`src/hdl/lpr_pkg.sv`:
```
// ----------------------------------------------------------------------------
// lpr_pkg
// shared widths, reset values and controller/datapath interface types for the
// lru page replacement block
// ----------------------------------------------------------------------------
package lpr_pkg;

    // fixed port and stamp widths
    localparam int unsigned PAGE_NUM_W  = 16;
    localparam int unsigned FRAME_IDX_W = 3;
    localparam int unsigned TOTAL_W     = 32;
    localparam int unsigned STAMP_W     = 32;
    localparam int unsigned CFG_W       = 4;

    localparam logic [CFG_W-1:0]   CFG_RESET = 4'd3;
    localparam logic [TOTAL_W-1:0] TOTAL_MAX = '1;

    // controller states, one-hot
    typedef enum logic [3:0] {
        ST_IDLE   = 4'b0001,
        ST_SCAN   = 4'b0010,
        ST_DRAIN  = 4'b0100,
        ST_UPDATE = 4'b1000
    } t_state;

    // controller to datapath
    typedef struct packed {
        logic load;    // latch page, clear scan results
        logic issue;   // read the frame at the scan index
        logic update;  // commit frame table and counters, emit result
    } t_dp_cmd;

    // datapath to controller
    typedef struct packed {
        logic scan_last;  // scan index is the last active frame
    } t_dp_stat;

    function automatic logic [TOTAL_W-1:0] sat_inc(input logic [TOTAL_W-1:0] v);
        return (v == TOTAL_MAX) ? v : v + 1'b1;
    endfunction

endpackage

```
`src/hdl/lpr_ctrl.sv`:
```
// ----------------------------------------------------------------------------
// lpr_ctrl
// sequencer for one page reference: accept, scan frames, drain, update
// ----------------------------------------------------------------------------
module lpr_ctrl (
    input  logic              i_clk,
    input  logic              i_rst_n,
    input  logic              start,
    output logic              busy,
    input  lpr_pkg::t_dp_stat i_stat,
    output lpr_pkg::t_dp_cmd  o_cmd
);

    lpr_pkg::t_state r_state;
    lpr_pkg::t_state n_state;

    always_ff @(posedge i_clk) begin
        if (!i_rst_n) begin
            r_state <= lpr_pkg::ST_IDLE;
        end else begin
            r_state <= n_state;
        end
    end

    always_comb begin
        n_state = r_state;
        o_cmd   = '0;
        unique case (r_state)
            lpr_pkg::ST_IDLE: begin
                if (start) begin
                    o_cmd.load = 1'b1;
                    n_state    = lpr_pkg::ST_SCAN;
                end
            end
            lpr_pkg::ST_SCAN: begin
                o_cmd.issue = 1'b1;
                if (i_stat.scan_last) begin
                    n_state = lpr_pkg::ST_DRAIN;
                end
            end
            lpr_pkg::ST_DRAIN: begin
                // last read data is evaluated here
                n_state = lpr_pkg::ST_UPDATE;
            end
            lpr_pkg::ST_UPDATE: begin
                o_cmd.update = 1'b1;
                n_state      = lpr_pkg::ST_IDLE;
            end
            default: begin
                n_state = lpr_pkg::ST_IDLE;
            end
        endcase
    end

    assign busy = (r_state != lpr_pkg::ST_IDLE);

endmodule

```
`src/hdl/lpr_datapath.sv`:
```
// ----------------------------------------------------------------------------
// lpr_datapath
// frame table memory, valid bits, scan evaluation, counters and result
// registers
// ----------------------------------------------------------------------------
module lpr_datapath #(
    parameter int unsigned MAX_FRAMES = 8,
    parameter int unsigned PAGE_WIDTH = 16
) (
    input  logic                                 i_clk,
    input  logic                                 i_rst_n,
    input  lpr_pkg::t_dp_cmd                     i_cmd,
    output lpr_pkg::t_dp_stat                    o_stat,
    input  logic [lpr_pkg::PAGE_NUM_W-1:0]       i_page_number,
    input  logic                                 i_cfg_valid,
    input  logic                                 i_cfg_ready,
    input  logic [lpr_pkg::CFG_W-1:0]            i_cfg_data,
    output logic                                 o_valid,
    output logic                                 o_hit,
    output logic [lpr_pkg::FRAME_IDX_W-1:0]      o_frame_index,
    output logic                                 o_evicted_valid,
    output logic [lpr_pkg::PAGE_NUM_W-1:0]       o_evicted_page,
    output logic [lpr_pkg::TOTAL_W-1:0]          o_fault_total,
    output logic [lpr_pkg::TOTAL_W-1:0]          o_hit_total
);

    localparam int unsigned IW  = (MAX_FRAMES > 1) ? $clog2(MAX_FRAMES) : 1;
    localparam int unsigned PW  = (PAGE_WIDTH < lpr_pkg::PAGE_NUM_W) ?
                                  PAGE_WIDTH : lpr_pkg::PAGE_NUM_W;
    localparam int unsigned SW  = lpr_pkg::STAMP_W;
    localparam int unsigned MW  = PW + SW;

    // frame table: {page, stamp}, read for every active frame; valid bits qualify it
    logic [MW-1:0]          r_mem [MAX_FRAMES];
    logic [MW-1:0]          r_rd_q;
    logic [MAX_FRAMES-1:0]  r_valid;

    logic [lpr_pkg::CFG_W-1:0] r_cfg;
    logic [IW-1:0]             k_m1;

    logic [PW-1:0]  r_page;
    logic [IW-1:0]  r_rd_idx;
    logic           r_dv;
    logic [IW-1:0]  r_didx;

    logic           r_found;
    logic [IW-1:0]  r_hit_idx;
    logic           r_empty;
    logic [IW-1:0]  r_empty_idx;
    logic [IW-1:0]  r_best_idx;
    logic [SW-1:0]  r_best_stamp;
    logic [PW-1:0]  r_best_page;

    logic [SW-1:0]                r_use;
    logic [lpr_pkg::TOTAL_W-1:0]  r_fault_cnt;
    logic [lpr_pkg::TOTAL_W-1:0]  r_hit_cnt;
    logic [SW-1:0]                n_use;

    logic [PW-1:0]  q_page;
    logic [SW-1:0]  q_stamp;
    logic           q_vld;
    logic [IW-1:0]  slot;
    logic           evict;

    // active frame count minus one, clamped to the table
    always_comb begin
        if (r_cfg == '0) begin
            k_m1 = '0;
        end else if (32'(r_cfg) > MAX_FRAMES) begin
            k_m1 = IW'(MAX_FRAMES - 1);
        end else begin
            k_m1 = IW'(r_cfg - 1'b1);
        end
    end

    assign o_stat.scan_last = (r_rd_idx == k_m1);

    always_ff @(posedge i_clk) begin
        if (!i_rst_n) begin
            r_cfg <= lpr_pkg::CFG_RESET;
        end else if (i_cfg_valid && i_cfg_ready) begin
            r_cfg <= i_cfg_data;
        end
    end

    // memory read and write ports
    always_ff @(posedge i_clk) begin
        if (i_cmd.issue) begin
            r_rd_q <= r_mem[r_rd_idx];
        end
    end

    always_ff @(posedge i_clk) begin
        if (i_cmd.update) begin
            r_mem[slot] <= {r_page, n_use};
        end
    end

    assign q_page  = r_rd_q[MW-1:SW];
    assign q_stamp = r_rd_q[SW-1:0];
    assign q_vld   = r_valid[r_didx];

    // scan index and read pipeline
    always_ff @(posedge i_clk) begin
        if (!i_rst_n) begin
            r_dv <= 1'b0;
        end else begin
            r_dv <= i_cmd.issue;
        end
    end

    always_ff @(posedge i_clk) begin
        if (i_cmd.load) begin
            r_page   <= PW'(i_page_number);
            r_rd_idx <= '0;
        end else if (i_cmd.issue) begin
            r_rd_idx <= r_rd_idx + 1'b1;
        end
        if (i_cmd.issue) begin
            r_didx <= r_rd_idx;
        end
    end

    // scan evaluation: first hit, first empty, first smallest stamp
    always_ff @(posedge i_clk) begin
        if (i_cmd.load) begin
            r_found <= 1'b0;
            r_empty <= 1'b0;
        end else if (r_dv) begin
            if (q_vld && (q_page == r_page) && !r_found) begin
                r_found   <= 1'b1;
                r_hit_idx <= r_didx;
            end
            if (!q_vld && !r_empty) begin
                r_empty     <= 1'b1;
                r_empty_idx <= r_didx;
            end
        end
    end

    always_ff @(posedge i_clk) begin
        if (r_dv && ((r_didx == '0) || (q_stamp < r_best_stamp))) begin
            r_best_idx   <= r_didx;
            r_best_stamp <= q_stamp;
            r_best_page  <= q_page;
        end
    end

    always_comb begin
        if (r_found) begin
            slot = r_hit_idx;
        end else if (r_empty) begin
            slot = r_empty_idx;
        end else begin
            slot = r_best_idx;
        end
    end

    assign evict = !r_found && !r_empty;
    assign n_use = lpr_pkg::sat_inc(r_use);

    // table state and counters
    always_ff @(posedge i_clk) begin
        if (!i_rst_n) begin
            r_valid     <= '0;
            r_use       <= '0;
            r_fault_cnt <= '0;
            r_hit_cnt   <= '0;
        end else if (i_cmd.update) begin
            r_valid[slot] <= 1'b1;
            r_use         <= n_use;
            if (r_found) begin
                r_hit_cnt <= lpr_pkg::sat_inc(r_hit_cnt);
            end else begin
                r_fault_cnt <= lpr_pkg::sat_inc(r_fault_cnt);
            end
        end
    end

    // result registers
    always_ff @(posedge i_clk) begin
        if (!i_rst_n) begin
            o_valid <= 1'b0;
        end else begin
            o_valid <= i_cmd.update;
        end
    end

    always_ff @(posedge i_clk) begin
        if (i_cmd.update) begin
            o_hit           <= r_found;
            o_frame_index   <= lpr_pkg::FRAME_IDX_W'(slot);
            o_evicted_valid <= evict;
            o_evicted_page  <= evict ? lpr_pkg::PAGE_NUM_W'(r_best_page) : '0;
        end
    end

    assign o_fault_total = r_fault_cnt;
    assign o_hit_total   = r_hit_cnt;

endmodule

```
`src/hdl/lru_page_replacement.sv`:
```
// ----------------------------------------------------------------------------
// lru_page_replacement
// least-recently-used page replacement over a small frame table
// ----------------------------------------------------------------------------
// one page reference per transaction, started with start while busy is low.
// the block scans the active frames one per cycle out of a frame memory; the
// active frame count is frames_in_use clamped to 1..MAX_FRAMES, three by
// default. a reference goes through a read of each active frame, a drain state
// that evaluates the last read, an update state that commits, and the result
// on the ports. the result is shown for exactly one cycle with o_valid and
// cannot be held off, so the receiver must take it then; a new reference may be
// started in that same cycle. the frame count register is written over the cfg
// channel while busy is low.
// ----------------------------------------------------------------------------
module lru_page_replacement #(
    parameter int unsigned MAX_FRAMES = 8,
    parameter int unsigned PAGE_WIDTH = 16
) (
    input  logic                             i_clk,
    input  logic                             i_rst_n,
    // reference transaction
    input  logic                             start,
    output logic                             busy,
    input  logic [lpr_pkg::PAGE_NUM_W-1:0]   i_page_number,
    // configuration write: frames_in_use
    input  logic                             i_cfg_valid,
    output logic                             o_cfg_ready,
    input  logic [lpr_pkg::CFG_W-1:0]        i_cfg_data,
    // result, one cycle strobe
    output logic                             o_valid,
    output logic                             o_hit,
    output logic [lpr_pkg::FRAME_IDX_W-1:0]  o_frame_index,
    output logic                             o_evicted_valid,
    output logic [lpr_pkg::PAGE_NUM_W-1:0]   o_evicted_page,
    output logic [lpr_pkg::TOTAL_W-1:0]      o_fault_total,
    output logic [lpr_pkg::TOTAL_W-1:0]      o_hit_total
);

    lpr_pkg::t_dp_cmd  dp_cmd;
    lpr_pkg::t_dp_stat dp_stat;

    // config only lands between transactions
    assign o_cfg_ready = !busy;

    // sequencer: idle -> scan (one read per active frame) -> drain -> update
    lpr_ctrl u_ctrl (
        .i_clk   (i_clk),
        .i_rst_n (i_rst_n),
        .start   (start),
        .busy    (busy),
        .i_stat  (dp_stat),
        .o_cmd   (dp_cmd)
    );

    // frame memory, valid bits, lookup and victim search, totals
    lpr_datapath #(
        .MAX_FRAMES (MAX_FRAMES),
        .PAGE_WIDTH (PAGE_WIDTH)
    ) u_dp (
        .i_clk           (i_clk),
        .i_rst_n         (i_rst_n),
        .i_cmd           (dp_cmd),
        .o_stat          (dp_stat),
        .i_page_number   (i_page_number),
        .i_cfg_valid     (i_cfg_valid),
        .i_cfg_ready     (o_cfg_ready),
        .i_cfg_data      (i_cfg_data),
        .o_valid         (o_valid),
        .o_hit           (o_hit),
        .o_frame_index   (o_frame_index),
        .o_evicted_valid (o_evicted_valid),
        .o_evicted_page  (o_evicted_page),
        .o_fault_total   (o_fault_total),
        .o_hit_total     (o_hit_total)
    );

endmodule

```
`config.mk`:
```
export PLATFORM = sky130hd
export DESIGN_NAME = lru_page_replacement
export DESIGN_NICKNAME = d
export VERILOG_FILES = /design/src/hdl/lpr_pkg.sv /design/src/hdl/lpr_ctrl.sv /design/src/hdl/lpr_datapath.sv /design/src/hdl/lru_page_replacement.sv
export SDC_FILE = /design/constraint.sdc
export NUM_CORES = 1
export LEC_CHECK = 0
export BUFFER_PORTS_ARGS = -buffer_cell sky130_fd_sc_hd__clkbuf_2
export CORE_AREA = 3 3 274 168
export CTS_CLUSTER_DIAMETER = 200
export DETAILED_ROUTE_END_ITERATION = 10
export DIE_AREA = 0 0 277 171
export PLACE_DENSITY = 0.78
export SYNTH_ARGS = -nofsm -noshare
export SYNTH_HDL_FRONTEND = slang
export SYNTH_SLANG_ARGS = --single-unit
```
`constraint.sdc`:
```
create_clock -name i_clk -period 21.9 [get_ports i_clk]
set_clock_uncertainty 0.05 [all_clocks]
set_input_delay 2.19 -clock i_clk [delete_from_list [all_inputs] [get_ports i_clk]]
set_output_delay 2.19 -clock i_clk [all_outputs]
set_load 0.05 [all_outputs]
```
=== Yosys cells after proc, flatten, opt, wreduce, memory -nomap -nowiden ===
Memories as Yosys holds them, arrays and structs flattened. A register that Yosys moved wholly into a read port is not among the register bits.
Index checks and enable logic that the tools add are counted.

* Equal/unequal tests: 12
* Mux-type cells: 18
* Order comparisons: 5
* Reductions and logical operators: 21
* $add $sub $neg: 5
* Bitwise operators: 5

{| class="wikitable"
|+ Operators by type and width
! operator !! count
|-
| 32-bit by 1-bit adder with 32-bit output, second input constant || 3
|-
| 32-bit equality test, second input constant || 3
|-
| 32-bit < comparator || 1
|-
| 32-bit two-way mux || 1
|-
| 16-bit equality test || 1
|-
| 3-bit two-way mux || 4
|-
| 4-bit one-hot mux with 3 select lines || 1
|-
| 3-bit AND reduction || 4
|-
| 3-bit by 4-bit < comparator with 1-bit output, second input constant || 2
|-
| 1-bit two-way mux || 8
|-
| 4-bit two-way mux || 2
|-
| 8-bit bitwise OR || 1
|-
| 1-bit logical AND || 7
|-
| 2-bit AND reduction || 3
|-
| 4-bit by 1-bit equality test with 1-bit output, second input constant || 1
|-
| 4-bit by 2-bit equality test with 1-bit output, second input constant || 1
|-
| 4-bit by 3-bit equality test with 1-bit output, second input constant || 1
|-
| 4-bit equality test, second input constant || 1
|-
| 4-bit > comparator, second input constant || 1
|-
| 1-bit logical NOT || 4
|-
| 4-bit logical NOT || 1
|-
| 2-bit != test, second input constant || 2
|-
| 4-bit by 1-bit != test with 1-bit output, second input constant || 1
|-
| 1-bit NOT || 4
|-
| other kinds (8) || 8
|}

* Logic and storage cells: 89
* Output and inout port bits: 88
* Register bits: 216
* Input port bits: 24
* Memory bits (writable): 384
* Memories kept: 1

{| class="wikitable"
|+ Memories
! name !! depth !! bits a word !! read ports !! clocked after memory_dff !! wr ports !! line !! text
|-
| u_dp.r_mem || 8 || 48 || 1 || 1 || 1 || lpr_datapath.sv:34 || <nowiki>logic [MW-1:0] r_mem [MAX_FRAMES];</nowiki>
|}

=== Logic depth before layout (Yosys ltp) ===
* Depth in word-level cells: 7
* Gate-level depth with buffers: 9

=== Cells and area by module ===
A second synthesis with hierarchy kept.

* Cells, all modules: 1647
* Area total of the unflattened synthesis: 26290.2 um^2

{| class="wikitable"
|+ By module, submodules not included
! module !! area each (um^2) !! sequential area each (um^2) !! instances !! cells each
|-
| lpr_datapath || 26081.3 || 18187.4 || 1 || 1627
|-
| lpr_ctrl || 205.2 || 80.1 || 1 || 19
|-
| lru_page_replacement || 3.8 || 0.0 || 1 || 1
|}

=== Least setup slack after synthesis ===
OpenSTA, ideal clock, no wires.

* Kind: register to register
* Start: register u_ctrl.r_state[1]
* End: register u_dp.r_rd_idx[2]
* Arrival: 6.784 ns
* Stages on the path, launching flop included: 5
* Path buffers: 0
* Required time: 21.709 ns
* Slack: 14.925 ns
* Period minus slack after synthesis: 6.975 ns
* Setup time: 0.141 ns
* Cells stage by stage: dfxtp_1 > nor4b_1 > nand2_1 > xor2_1 > nor2_1

{| class="wikitable"
|+ RTL lines
! item !! line !! text
|-
| start, declared || lpr_ctrl.sv:14 || <nowiki>lpr_pkg::t_state r_state;</nowiki>
|-
| start signal, assigned || lpr_ctrl.sv:19 || <nowiki>r_state <= lpr_pkg::ST_IDLE;</nowiki>
|-
| start signal, assigned || lpr_ctrl.sv:21 || <nowiki>r_state <= n_state;</nowiki>
|-
| end signal, assigned || lpr_datapath.sv:117 || <nowiki>r_rd_idx <= r_rd_idx + 1'b1;</nowiki>
|-
| end, declared || lpr_datapath.sv:42 || <nowiki>logic [IW-1:0] r_rd_idx;</nowiki>
|}

=== Worst setup path in the final report ===
* Start: register u_ctrl.r_state[0]
* End: output o_cfg_ready

* Word-level cells in the longest chain between the ends: 2

{| class="wikitable"
|+ RTL lines
! item !! line !! text
|-
| 4-bit by 1-bit != test with 1-bit output || lpr_ctrl.sv:55 || <nowiki>assign busy = (r_state != lpr_pkg::ST_IDLE);</nowiki>
|-
| 1-bit logical NOT || lru_page_replacement.sv:43 || <nowiki>assign o_cfg_ready = !busy;</nowiki>
|-
| end, declared || lru_page_replacement.sv:27 || <nowiki>output logic o_cfg_ready,</nowiki>
|}

Every way passes these cells.

==> results_dict.tcl <==
set metrics [dict create \
    outcome "finished, final reports clean" \
    initial_core_util_pct 60.4 \
    synthSimpleGateAreaFrac_pct 8.71 \
    min_period_ns 4.01 \
    yosys.area.top_type "edfxtp_1" \
    clockRootBuffer "clkbuf_16" \
    slew_viol_final 0 \
    synthMuxAreaShare_pct 10.9 \
    hp-class "reg -> reg" \
    synth_top_family_by_area "multiplexers" \
    cp_data_arrival_time_ns 1.77 \
    grt_max_degree 57 \
    fin_ws_ns 17.89 \
    syn_nets 1710 \
    crit_path_cell_trace "nor4b_1, buf_4, clkbuf_2" \
    synth.top_cells.by_area "edfxtp_1 61%, dfxtp_1 9.1%, mux4_2 8.4%, mux2_2 2.1%, ha_1 1.7%" \
    dr.pass1.iters 5 \
    vias 15200 \
    h-tree-depth 2 \
    drcViolationCount 0 \
    drv_cap 0 \
    drive_above_1_share_pct 21.7 \
    rr_worst_depth 6 \
    place_congestion 0.826 \
    final_nets 1819 \
    powerDensity_nw_per_um2 83.3 \
    grt_first_pass_wirelength_um 87500 \
    synth_compound_area_share_pct 5.01 \
    drt_iter0_drc 1850 \
    synth_edf_count 529 \
    die_w_um 277 \
    timing.fmax_mhz 249 \
    dieArea_sq_um 47400 \
    dp_hpwl_um 32600 \
    yosys-top-cells-count "529 x edfxtp_1, 119 x dfxtp_1, 98 x mux4_2" \
    insertion_delay_ns 0.60 \
    ys_seq_area_share_pct 69.7 \
    seq_area_sq_um 18300 \
    ys.flop_type "edfxtp_1" \
    tns_ns 0 \
    drt-total-wl_um 56800 \
    antenna_found_initial 2 \
    synth.avg_cell_area_sq_um 15.9 \
    fillers 2800 \
    io-pin-count 112 \
    ant_nets 0 \
    ys_types 63 \
    cp_max_fo 8 \
    portBuffers 111 \
    post-cts-setup-buffers 0 \
    antenna_cells 0 \
    power.total_mw 2.44 \
    critPathKind "reg -> out" \
    ctsHoldBuffers 0 \
    area_delta_synth_final_pct 11.9 \
    clkSinkCount 648 \
    synth_xor_area_share_pct 1.91 \
    yosys.cell_count.top_type "edfxtp_1" \
    viasPerCell 6.38 \
    cts_tree "done" \
    holdPathStages 0 \
    syn_inst 1650 \
    grt_pass1_vias 14900 \
    setup_violations 0 \
    yosys_warnings 0 \
    setup.worst_path.start_class "flop" \
    die_y_um 171 \
    crit_path_end_kind "primary output" \
    ff2ff_setup_slack_ns 18.05 \
    cts_buffer_depth 3 \
    ir_drop_mv 0.0588 \
    async_flop_share_pct 0 \
    coreArea_sq_um 43400 \
    fin_hold_ws_ns 0.397 \
    crit_slowest_cell "dfxtp_1" \
    cts.repair.resized 0 \
    yosys.area_share.adder_pct 1.76 \
    grt_use_total_pct 23.9 \
    ys_ff_latch 648 \
    finalHoldViolCount 0 \
    rsz0062_at_grt "false" \
    leakagePower_nw 9.53 \
    rows 59 \
    place_ws_ns 17.48 \
    period_share_pct 18.3 \
    synthDominantCellAreaShare_pct 60.6 \
    cpPeakStageDelay_ns 0.42 \
    synth_area_sq_um 26200 \
    worst_ep_required_time_ns 19.66 \
    grt_overflow 0 \
    clk_pin_slew_ns 0.07 \
    worstMarginPinSlew_ns 1.24 \
    cts_made_buffers 54 \
    relSlewSlack_pct 16.5 \
    routedWlPerCell_um 23.8 \
    multi_input_area_sq_um 7500 \
]
[through the flow]
stage | util [%] | std cells | cell area [sq um]
6_report | 67.6 | 2384 | 29300
2_1_floorplan | - | 1650 | 26200
4_1_cts | 67.6 | 2384 | 29300
3_5_place_dp | 63.1 | 2282 | 27400
5_1_grt | 67.6 | 2384 | 29300
3_3_place_gp | 63.1 | 2282 | 27400
[cells in the final DEF, fill, tap and decap left out, types with 5 or more instances in the layout]
| cell type | synthesis | routed |
|---|---|---|
| a21oi_1 | 89 | 89 |
| and2_1 | 25 | 25 |
| and3_1 | 10 | 10 |
| and4_1 | 12 | 12 |
| buf_4 | 0 | 21 |
| bufinv_16 | 0 | 12 |
| clkbuf_1 | 51 | 11 |
| clkbuf_16 | 0 | 54 |
| clkbuf_2 | 0 | 111 |
| clkinv_1 | 0 | 7 |
| clkinv_2 | 0 | 8 |
| dfxtp_1 | 119 | 116 |
| edfxtp_1 | 529 | 529 |
| ha_1 | 36 | 36 |
| inv_1 | 48 | 48 |
| mux2_2 | 49 | 49 |
| mux2i_1 | 11 | 11 |
| mux4_2 | 98 | 98 |
| nand2_1 | 67 | 67 |
| nand2b_1 | 14 | 14 |
| nand3_1 | 51 | 51 |
| nand4_1 | 30 | 30 |
| nor2_1 | 53 | 45 |
| nor2_4 | 0 | 8 |
| nor3_1 | 25 | 25 |
| nor4_1 | 10 | 10 |
| o211ai_1 | 5 | 5 |
| o21a_1 | 11 | 11 |
| o21ai_0 | 55 | 55 |
| o31ai_1 | 33 | 33 |
| or3_1 | 46 | 46 |
| or4_1 | 34 | 34 |
| xnor2_1 | 10 | 10 |
| xor2_1 | 47 | 47 |
[routing by layer]
metal / part of all wire (%) / global-route usage, % / vias to the layer above / wire (um)
met2: 47 / 37.5 / 724 / 26400
met4: 1.5 / 4.90 / 2 / 865
met1: 43 / 35.4 / 7673 / 24300
li1: - / - / 6711 / -
met5: 0.023 / 0 / - / 13
met3: 9.1 / 4.96 / 92 / 5180
[worst max-delay path: cells and delay by family, from the launching register on]
family                 cells  cell delay (ns)
flip-flops                 1             0.42
AND/OR/NAND/NOR            1             0.26
buffers and inverters      2             0.49
[cell type report]
type,count,area share [%]
Tap cell,579,2.47
Sequential cell,648,62.3
Multi-Input combinational cell,874,25.6
Inverter,49,0.627
Clock buffer,67,4.84
Timing Repair Buffer,132,2.43
Clock inverter,35,1.73
[power by group]
part	total, mW	leakage [nW]	switching, mW	internal [mW]
sequential	1.34	5.72	0.0107	1.33
combinational	0.0593	2.88	0.0314	0.0279
clock	1.05	0.932	0.441	0.606
[cell families (layout without fill, tap and decap cells)]
kind of cell,Yosys count,after routing
simple gates,404,404
fa+ha+maj,37,37
compound gates,218,218
flops,648,648
buf+inv,128,283
xor+xnor,57,57
mux,158,158
[state kept, by name, indices dropped and copies added (netlist names), 4 cells and up]
register             count
u_dp.r_use              32
u_dp.o_hit_total        32
u_dp.r_best_stamp       32
u_dp.r_mem             384
u_dp.r_valid             8
u_ctrl.r_state           4
u_dp.r_cfg               4
u_dp.o_fault_total      32
u_dp.o_evicted_page     16
u_dp.r_page             16
u_dp.r_rd_q             48
u_dp.r_best_page        16
[path summary, 6_finish.rpt]
kind                           from               endpoint
setup / recovery  u_ctrl.r_state[0]            o_cfg_ready
hold / removal      u_dp.r_rd_q[28]  u_dp.r_best_stamp[28]
setup reg to reg     u_dp.r_rd_q[1]   u_dp.r_best_page[13]
hold reg to reg     u_dp.r_rd_q[28]  u_dp.r_best_stamp[28]
Power figures use the tool's default switching activity.
